$ cat config.mk
export PLATFORM = sky130hd
export DESIGN_NAME = lse_divider
export DESIGN_NICKNAME = d
export VERILOG_FILES = /design/src/design/lse_pkg.sv /design/src/design/lse_div_cell.sv /design/src/design/lse_divider.sv
export SDC_FILE = /design/constraint.sdc
export NUM_CORES = 1
export LEC_CHECK = 0
export BUFFER_PORTS_ARGS = -buffer_cell sky130_fd_sc_hd__buf_2
export CAP_MARGIN = 0
export CORE_ASPECT_RATIO = 0.75
export CORE_MARGIN = 4
export CORE_UTILIZATION = 59
export CTS_CLUSTER_DIAMETER = 200
export DETAILED_ROUTE_END_ITERATION = 8
export GPL_ROUTABILITY_DRIVEN = 0
export PLACE_DENSITY = 0.81
export SETUP_SLACK_MARGIN = 0.2
export SLEW_MARGIN = 20
export SYNTH_ARGS = -nofsm -noshare
export SYNTH_HDL_FRONTEND = slang
export SYNTH_SLANG_ARGS = --single-unit
$ cat constraint.sdc
create_clock -name i_clk -period 23.4 [get_ports i_clk]
set_clock_uncertainty 0.2 [all_clocks]
set_input_delay 4.68 -clock i_clk [delete_from_list [all_inputs] [get_ports i_clk]]
set_output_delay 4.68 -clock i_clk [all_outputs]
set_load 0.05 [all_outputs]
$ cat src/design/lse_pkg.sv
// Shared constants and types for the Laguerre sequence evaluator.
package lse_pkg;

    localparam int X_W     = 32;                 // argument, Q8.24
    localparam int TOP_W   = 7;                  // requested order, signed
    localparam int ORD_W   = 6;                  // order index
    localparam int VAL_W   = 64;                 // values, Q24.40
    localparam int FRAC_W  = 40;
    localparam int X_SHIFT = FRAC_W - 24;        // Q8.24 -> Q24.40
    localparam int HALF_W  = VAL_W / 2;          // multiplier operand width
    localparam int ACC_W   = 2 * VAL_W;          // full product
    localparam int KP_W    = VAL_W + ORD_W;      // k * |L[k-1]|

    localparam int MAX_ORDER = 63;

    // Divider: a row of cells, one numerator digit each
    localparam int DIG_W   = 8;
    localparam int N_CELLS = 9;
    localparam int NUM_W   = N_CELLS * DIG_W;    // numerator magnitude
    localparam int M_W     = NUM_W + 1;          // signed numerator
    localparam int DVSR_W  = 7;                  // divisor k+1

    localparam logic [VAL_W-1:0] ONE_VAL   = VAL_W'(1) << FRAC_W;
    localparam logic [VAL_W-1:0] ALPHA_INC = VAL_W'(2) << FRAC_W;
    localparam logic [VAL_W-1:0] ALPHA_1   = ONE_VAL + ALPHA_INC;
    localparam logic [VAL_W-1:0] VAL_MAX   = {1'b0, {(VAL_W-1){1'b1}}};
    localparam logic [VAL_W-1:0] VAL_MIN   = {1'b1, {(VAL_W-1){1'b0}}};
    localparam logic [ACC_W-1:0] RND_HALF  = ACC_W'(1) << (FRAC_W - 1);

    typedef struct packed {
        logic              go;
        logic [NUM_W-1:0]  mag;
        logic [DVSR_W-1:0] dvsr;
    } t_div_req;

    typedef struct packed {
        logic             done;
        logic [NUM_W-1:0] quo;
    } t_div_rsp;

endpackage

$ cat src/design/lse_div_cell.sv
// One divider cell: eight restoring steps on its numerator digit.
module lse_div_cell
    import lse_pkg::*;
(
    input  logic              i_clk,
    input  logic              i_rst_n,
    input  logic              i_load,
    input  logic [DIG_W-1:0]  i_dig,
    input  logic              i_tok,
    input  logic [DVSR_W-1:0] i_rem,
    input  logic [DVSR_W-1:0] i_dvsr,
    output logic              o_tok,
    output logic [DVSR_W-1:0] o_rem,
    output logic [DIG_W-1:0]  o_quo
);

    logic              r_tok;
    logic [DIG_W-1:0]  r_dig;
    logic [DIG_W-1:0]  r_quo;
    logic [DVSR_W-1:0] r_rem;
    logic [DIG_W-1:0]  w_quo;
    logic [DVSR_W-1:0] w_rem;

    always_comb begin
        logic [DVSR_W:0]   v_t;
        logic [DVSR_W-1:0] v_rem;
        v_rem = i_rem;
        w_quo = '0;
        for (int b = DIG_W - 1; b >= 0; b--) begin
            v_t = {v_rem, r_dig[b]};
            if (v_t >= {1'b0, i_dvsr}) begin
                w_quo[b] = 1'b1;
                v_t      = v_t - {1'b0, i_dvsr};
            end
            v_rem = v_t[DVSR_W-1:0];
        end
        w_rem = v_rem;
    end

    always_ff @(posedge i_clk) begin
        if (!i_rst_n) begin
            r_tok <= 1'b0;
        end else begin
            r_tok <= i_tok;
        end
        if (i_load) begin
            r_dig <= i_dig;
        end
        if (i_tok) begin
            r_quo <= w_quo;
            r_rem <= w_rem;
        end
    end

    assign o_tok = r_tok;
    assign o_rem = r_rem;
    assign o_quo = r_quo;

endmodule

$ cat src/design/lse_divider.sv
// Divider by a small integer: the remainder ripples down a row of digit cells.
module lse_divider
    import lse_pkg::*;
(
    input  logic     i_clk,
    input  logic     i_rst_n,
    input  t_div_req i_req,
    output t_div_rsp o_rsp
);

    logic              r_start;
    logic [DVSR_W-1:0] r_dvsr;
    logic [N_CELLS:0]  w_tok;
    logic [DVSR_W-1:0] w_rem [N_CELLS+1];
    logic [DIG_W-1:0]  w_quo [N_CELLS];
    logic [NUM_W-1:0]  w_quo_flat;

    always_ff @(posedge i_clk) begin
        if (!i_rst_n) begin
            r_start <= 1'b0;
        end else begin
            r_start <= i_req.go;
        end
        if (i_req.go) begin
            r_dvsr <= i_req.dvsr;
        end
    end

    assign w_tok[0] = r_start;
    assign w_rem[0] = '0;

    for (genvar j = 0; j < N_CELLS; j++) begin : g_cell
        lse_div_cell u_cell (
            .i_clk  (i_clk),
            .i_rst_n(i_rst_n),
            .i_load (i_req.go),
            .i_dig  (i_req.mag[NUM_W-1-j*DIG_W -: DIG_W]),
            .i_tok  (w_tok[j]),
            .i_rem  (w_rem[j]),
            .i_dvsr (r_dvsr),
            .o_tok  (w_tok[j+1]),
            .o_rem  (w_rem[j+1]),
            .o_quo  (w_quo[j])
        );
    end

    always_comb begin
        w_quo_flat = '0;
        for (int j = 0; j < N_CELLS; j++) begin
            w_quo_flat[NUM_W-1-j*DIG_W -: DIG_W] = w_quo[j];
        end
    end

    assign o_rsp.done = w_tok[N_CELLS];
    assign o_rsp.quo  = w_quo_flat;

endmodule

# Yosys cells after proc, flatten, opt, wreduce, memory -nomap -nowiden
# Index checks and enable logic that the tools add are counted.
[totals]
regBits = 217
input_bits = 82
out_inout_bits = 73
elab_cells = 323
[classes]
n_addsub = 71
magnitude_cmp = 72
mux = 143
[op_table]
columns = ["operator", "count"]
rows = [
  ["$ge A8 B7 Y1", 71],
  ["$mux W7", 71],
  ["$sub A7 B7 Y7", 70],
  ["$mux W1", 72],
  ["$ge A1 B7 Y1", 1],
  ["$sub A1 B7 Y7", 1],
]

# Longest topological paths before layout
[logic_depth]
depth_word = 16
mapped_depth = 89
ltp_nobuf = 87

# Hierarchy
# Synthesis repeated with hierarchy kept, for this count alone.
[unflattened]
hier_cells = 4248
area_unflattened_um2 = 37200.7
[modules_own_cells]
columns = ["mod", "instances", "cells_each", "area_per_inst_um2", "seq_area_each_um2"]
rows = [
  ["lse_div_cell (g_cell[0].u_cell ...)", 5, 485, 4211.5, 710.7],
  ["lse_div_cell (g_cell[4].u_cell ...)", 3, 443, 3877.5, 710.7],
  ["lse_div_cell (g_cell[8].u_cell)", 1, 483, 4262.8, 710.7],
  ["lse_divider", 1, 11, 247.7, 230.2],
]

# Worst setup path after synthesis
# No wires, ideal clock.
[synth_path]
path_type = "register to register"
startpoint = "reg r_dvsr[1]"
endpoint = "reg g_cell[5].u_cell.r_rem[1], data pin"
setup_time_ns = 0.288
arrival_time_ns = 21.632
required_ns = 22.912
setup_slack_ns = 1.280
path_stages_with_launch = 77
n_path_buf = 3
synth_period_minus_slack_ns = 22.120
cell_sequence = "edfxtp_1 -> inv_1 -> fa_1 -> nand3_1 -> a21o_1 -> and3_1 -> buf_2 -> mux2_2 -> ha_1 -> nor2b_1 -> o31a_1 -> o31ai_1 -> o211ai_2 -> inv_1 -> mux2i_1 -> ha_1 -> nor2b_1 -> o31a_1 -> (+41 left out) -> a21o_1 -> o21bai_1 -> a21oi_1 -> o21a_1 -> o21ai_1 -> buf_2 -> mux2i_1 -> ha_1 -> nor2b_1 -> o21ai_0 -> nand2b_1 -> a41o_1 -> a21o_1 -> a21o_1 -> a21oi_1 -> nand2_1 -> mux2i_1 -> o221ai_1"
[synth_via]
elab_chain_cells = 16
word_cells_on_any_way = 24
classes_between = "add/sub: 8; order compare: 8; mux: 8"
[synth_rtl]
columns = ["element", "line", "source"]
rows = [
  ["from (decl)", "lse_divider.sv:12", "logic [DVSR_W-1:0] r_dvsr;"],
  ["from (signal assigned)", "lse_divider.sv:25", "r_dvsr <= i_req.dvsr;"],
  ["$sub A7 B7 Y7 or $ge A8 B7 Y1 (tied branches)", "lse_div_cell.sv:33, lse_div_cell.sv:31", ""],
  ["$mux W7", "lse_div_cell.sv:31", "if (v_t >= {1'b0, i_dvsr}) begin"],
  ["$sub A7 B7 Y7 or $ge A8 B7 Y1 (tied branches)", "lse_div_cell.sv:33, lse_div_cell.sv:31", ""],
  ["$mux W7", "lse_div_cell.sv:31", ""],
  ["$sub A7 B7 Y7 or $ge A8 B7 Y1 (tied branches)", "lse_div_cell.sv:33, lse_div_cell.sv:31", ""],
  ["$mux W7", "lse_div_cell.sv:31", ""],
  ["$sub A7 B7 Y7 or $ge A8 B7 Y1 (tied branches)", "lse_div_cell.sv:33, lse_div_cell.sv:31", ""],
  ["$mux W7", "lse_div_cell.sv:31", ""],
  ["$sub A7 B7 Y7 or $ge A8 B7 Y1 (tied branches)", "lse_div_cell.sv:33, lse_div_cell.sv:31", ""],
  ["$mux W7", "lse_div_cell.sv:31", ""],
  ["$sub A7 B7 Y7 or $ge A8 B7 Y1 (tied branches)", "lse_div_cell.sv:33, lse_div_cell.sv:31", ""],
  ["$mux W7", "lse_div_cell.sv:31", ""],
  ["$ge A8 B7 Y1 or $sub A7 B7 Y7 (tied branches)", "lse_div_cell.sv:31, lse_div_cell.sv:33", ""],
  ["$mux W7", "lse_div_cell.sv:31", ""],
  ["$sub A7 B7 Y7 or $ge A8 B7 Y1 (tied branches)", "lse_div_cell.sv:33, lse_div_cell.sv:31", ""],
  ["$mux W7 *", "lse_div_cell.sv:31", ""],
  ["named net g_cell[5].u_cell.w_rem[1]", "lse_div_cell.sv:22", "logic [DVSR_W-1:0] w_rem;"],
  ["to (signal assigned)", "lse_div_cell.sv:51", "r_rem <= w_rem;"],
  ["to (decl)", "lse_div_cell.sv:20", "logic [DVSR_W-1:0] r_rem;"],
]
# Mark *: on every way through the listed nets, which the timed path passes. The rest lies on a longest branch.
# A chain may end at the register's enable or synchronous reset.

# Worst setup path after layout
[layout_path]
startpoint = "reg r_dvsr[1]"
endpoint = "reg g_cell[6].u_cell.r_rem[3], data pin"
[layout_via]
elab_chain_cells = 16
word_cells_on_any_way = 24
classes_between = "add/sub: 8; order compare: 8; mux: 8"
[layout_rtl]
columns = ["element", "line"]
rows = [
  ["$sub A7 B7 Y7 or $ge A8 B7 Y1 (tied branches)", "lse_div_cell.sv:33, lse_div_cell.sv:31"],
  ["$mux W7", "lse_div_cell.sv:31"],
  ["$sub A7 B7 Y7 or $ge A8 B7 Y1 (tied branches)", "lse_div_cell.sv:33, lse_div_cell.sv:31"],
  ["$mux W7", "lse_div_cell.sv:31"],
  ["$sub A7 B7 Y7 or $ge A8 B7 Y1 (tied branches)", "lse_div_cell.sv:33, lse_div_cell.sv:31"],
  ["$mux W7", "lse_div_cell.sv:31"],
  ["$sub A7 B7 Y7 or $ge A8 B7 Y1 (tied branches)", "lse_div_cell.sv:33, lse_div_cell.sv:31"],
  ["$mux W7", "lse_div_cell.sv:31"],
  ["$sub A7 B7 Y7 or $ge A8 B7 Y1 (tied branches)", "lse_div_cell.sv:33, lse_div_cell.sv:31"],
  ["$mux W7", "lse_div_cell.sv:31"],
  ["$sub A7 B7 Y7 or $ge A8 B7 Y1 (tied branches)", "lse_div_cell.sv:33, lse_div_cell.sv:31"],
  ["$mux W7", "lse_div_cell.sv:31"],
  ["$ge A8 B7 Y1 or $sub A7 B7 Y7 (tied branches)", "lse_div_cell.sv:31, lse_div_cell.sv:33"],
  ["$mux W7", "lse_div_cell.sv:31"],
  ["$sub A7 B7 Y7 or $ge A8 B7 Y1 (tied branches)", "lse_div_cell.sv:33, lse_div_cell.sv:31"],
  ["$mux W7 *", "lse_div_cell.sv:31"],
  ["named net g_cell[6].u_cell.w_rem[3]", "lse_div_cell.sv:22"],
  ["to (signal assigned)", "lse_div_cell.sv:51"],
  ["to (decl)", "lse_div_cell.sv:20"],
]
# Marks and branches as above.

==> qor.tcl <==
set qor(run_status) {complete, no violations}
set qor(port_buffers) 154
set qor(insertion_delay_ns) 0.59
set qor(worst_hold_path.endpoint) {g_cell[2].u_cell.o_rem[0]}
set qor(clkSinkCount) 217
set qor(ratio_of_final_minimum_period_to_clock_period_pct) 89.0
set qor(crit_arrival_ns) 20.96
set qor(layout-area-overhead-vs-synth_pct) 7.79
set qor(cts.clk_slew.worst_paths_ns) 0.06
set qor(mapped_area_um2) 34300
set qor(die_height_um) 217
set qor(wire_length_of_the_first_global_routing_pass_mm) 150
set qor(worstRegToRegCells) 77
set qor(timing.critical_path.buf_inv) 9
set qor(detailedRoute.firstPassIterationCount) 6
set qor(cpMaxStageDelayCell) {sky130_fd_sc_hd__o21ai_0}
set qor(worstHoldPathType) {reg2reg}
set qor(syn_area_per_cell_um2) 8.76
set qor(mostFrequentLayoutCell) {sky130_fd_sc_hd__ha_1}
set qor(route.detailed.wl_per_inst_um) 18.9
set qor(critical_path.reg2reg.endpoint) {g_cell[6].u_cell.o_rem[3]}
set qor(ctsHtreeMaxLevel) 1
set qor(asyncSetResetFlopFracSynth_pct) 0
set qor(post-synth-top-area-cell) {sky130_fd_sc_hd__ha_1}
set qor(drt_first_iter_violations) 2923
set qor(cts_buffers) 29
set qor(n_antenna_cell) 0
set qor(vias_per_cell) 6.32
set qor(cts.path.max_buffers) 3
set qor(rsz0062_at_grt) {no}
set qor(syn-num-nets) 4563
set qor(report.final.hold_viol_count) 0
set qor(num_vias) 30800
set qor(dieWidth_um) 286
set qor(synth-seq-cells) 217
set qor(cell_row_count) 76
set qor(relSlewSlack_pct) 28.8
set qor(detail_route.wirelength_mm) 92.1
set qor(post_dp_cell_area_um2) 36000
set qor(pin_count) 155
set qor(dp_hpwl_mm) 69.2
set qor(grt.overflow.total) 0
set qor(synth_top_area_share_pct) 18.2
set qor(grt_use_total_pct) 28.8
set qor(crit_path_end_kind) {register}
set qor(clock.fmax_mhz) 48.0
set qor(cts_post_setup_buffers_inserted) 0
set qor(first_global_vias) 29100
set qor(finish.instance_area_um2) 36900
set qor(synth_top_flop_cell) {sky130_fd_sc_hd__edfxtp_1}
set qor(final_cells) 4875
set qor(cts-hold-fix-buffers) 0
set qor(place_inst) 4821
set qor(whs_path_cells) 2
set qor(cts-resized-gates) 0
set qor(max_slew.worst_pin.slew_ns) 1.06
set qor(total_negative_setup_slacks_ns) 0
set qor(layout.cells.most_common_list) {499 x sky130_fd_sc_hd__ha_1, 321 x sky130_fd_sc_hd__inv_1, 268 x sky130_fd_sc_hd__o21ai_0, 240 x sky130_fd_sc_hd__nand2_1, 225 x sky130_fd_sc_hd__nor2_1}
set qor(netlist-cell-type-count) 109
set qor(drc) 0
set qor(worst_setup_path_start_kind) {register}
set qor(post_route_cells_drive_above_1_share_pct) 11.7
set qor(r2r_slack_ns) 2.58
set qor(timing.critical_path.slowest_cell_delay_ns) 0.65
set qor(worst_ep_required_time_ns) 23.54
set qor(maximum_number_of_pins_on_one_net_before_global_route_repair) 73
set qor(startpoint_of_the_most_critical_hold_path) {g_cell[2].u_cell.r_dig[0]}
set qor(worst_path_most_repeated_cell) {sky130_fd_sc_hd__o21ai_0}
set qor(setup_violations) 0
set qor(timing_worst_setup_path_type) {reg2reg}
set qor(grt_antenna_before_repair) 1
set qor(syn_inst) 3912
set qor(critical_path.max_fanout) 33
set qor(tritoncts) {built}
set qor(die_area_um2) 62000
set qor(initial_utilization_pct) 59.6
set qor(core_area_um2) 57400
set qor(synth-edff-count) 207
set qor(yosysWarnings) 0
set qor(post-route-min-period_ns) 20.82
set qor(timing.critical_path.max_delay_family) {compound AO/OA/AOI/OAI gates}
set qor(ant_nets) 0
set qor(finalMaxSlewViolations) 0
set qor(seq_area_frac_synth_pct) 18.7
set qor(root_driver) {sky130_fd_sc_hd__clkbuf_16}
set qor(design.final.nets) 4723
set qor(cap_viol_max_count) 0
set qor(post_synth_main_area_contributors) {sky130_fd_sc_hd__ha_1 18%, sky130_fd_sc_hd__edfxtp_1 18%, sky130_fd_sc_hd__mux2i_1 4.6%, sky130_fd_sc_hd__mux2_2 4.3%, sky130_fd_sc_hd__fa_1 4.1%}
set qor(regToRegStartpoint) {r_dvsr[1]}
[logic make-up (layout without fill, tap and decap cells)]
| kind of cell | after synthesis | in the layout | synth area share [%] |
|---|---|---|---|
| compound gates | 1100 | 1100 | 22.2 |
| xor+xnor | 229 | 229 | 5.85 |
| fa+ha+maj | 569 | 569 | 22.3 |
| buf+inv | 396 | 579 | 4.51 |
| flops | 217 | 217 | 18.7 |
| mux | 298 | 298 | 9.28 |
| simple gates | 1103 | 1103 | 17.1 |
[Yosys cell counts (57+ instances only)]
master and instances:
sky130_fd_sc_hd__a21o_1 120, sky130_fd_sc_hd__a21oi_1 209, sky130_fd_sc_hd__edfxtp_1 207, sky130_fd_sc_hd__fa_1 70, sky130_fd_sc_hd__ha_1 499, sky130_fd_sc_hd__inv_1 327
sky130_fd_sc_hd__mux2_2 132, sky130_fd_sc_hd__mux2i_1 158, sky130_fd_sc_hd__nand2_1 240, sky130_fd_sc_hd__nand2b_1 118, sky130_fd_sc_hd__nand3_1 67, sky130_fd_sc_hd__nand4_1 57
sky130_fd_sc_hd__nor2_1 225, sky130_fd_sc_hd__nor2b_1 145, sky130_fd_sc_hd__o21a_1 65, sky130_fd_sc_hd__o21ai_0 268, sky130_fd_sc_hd__xnor2_1 128, sky130_fd_sc_hd__xor2_1 101
[worst max path at each step]
stage                    from                   endpoint  slack (ns)  depth (start not counted)
floorplan           r_dvsr[1]  g_cell[5].u_cell.o_rem[1]        1.28                         76
global placement    r_dvsr[1]  g_cell[5].u_cell.o_rem[4]        3.33                         75
detailed placement  r_dvsr[1]  g_cell[6].u_cell.o_rem[3]        3.17                         77
CTS                 r_dvsr[1]  g_cell[5].u_cell.o_rem[4]        3.05                         76
global route        r_dvsr[1]  g_cell[6].u_cell.o_rem[3]        0.76                         78
finish              r_dvsr[1]  g_cell[6].u_cell.o_rem[3]        2.58                         77
[stage by stage]
| step | hold slack [ns] | setup slack, ns | utilization (%) |
|---|---|---|---|
| 3_3_place_gp | 0.378 | 3.33 | 62.7 |
| 6_report | 0.413 | 2.58 | 64.3 |
| 5_1_grt | 0.458 | 0.765 | 64.3 |
| 2_1_floorplan | 0.330 | 1.28 | - |
| 3_5_place_dp | 0.396 | 3.17 | 62.7 |
| 4_1_cts | 0.408 | 3.05 | 64.3 |
[layer usage]
layer	global-route usage, %	share of wire, %	up-vias
met5	0	0	-
met4	6.88	2.4	0
met3	3.97	7.9	156
met2	44.6	43	1211
met1	42.4	47	14500
li1	-	-	15000
[tightest hold or removal path: cells and delay by family (launching register included)]
kind / cells / cell delay, ns
simple gates: 1 / 0.05
compound gates: 1 / 0.10
flops: 1 / 0.35
[registers in the layout, summed over array words and instances (netlist names)]
| name | flops |
|---|---|
| g_cell.u_cell.o_quo | 72 |
| g_cell.u_cell.o_rem | 56 |
| g_cell.u_cell.o_tok | 9 |
| g_cell.u_cell.r_dig | 72 |
| r_dvsr | 7 |
| r_start | 1 |
[cell type report]
| class | instances | area, µm² |
|---|---|---|
| clock buffers | 34 | 754 |
| clock inverters | 20 | 186 |
| fillers | 4720 | 20500 |
| inverters | 347 | 1320 |
| multi-input cells | 3299 | 26300 |
| flip-flops and latches | 217 | 6420 |
| well taps | 780 | 976 |
| repair buffers | 178 | 978 |
Power is left out: the tool's default activity adds up to more than one toggle a clock period on the data nets, which glitch-free logic cannot reach.
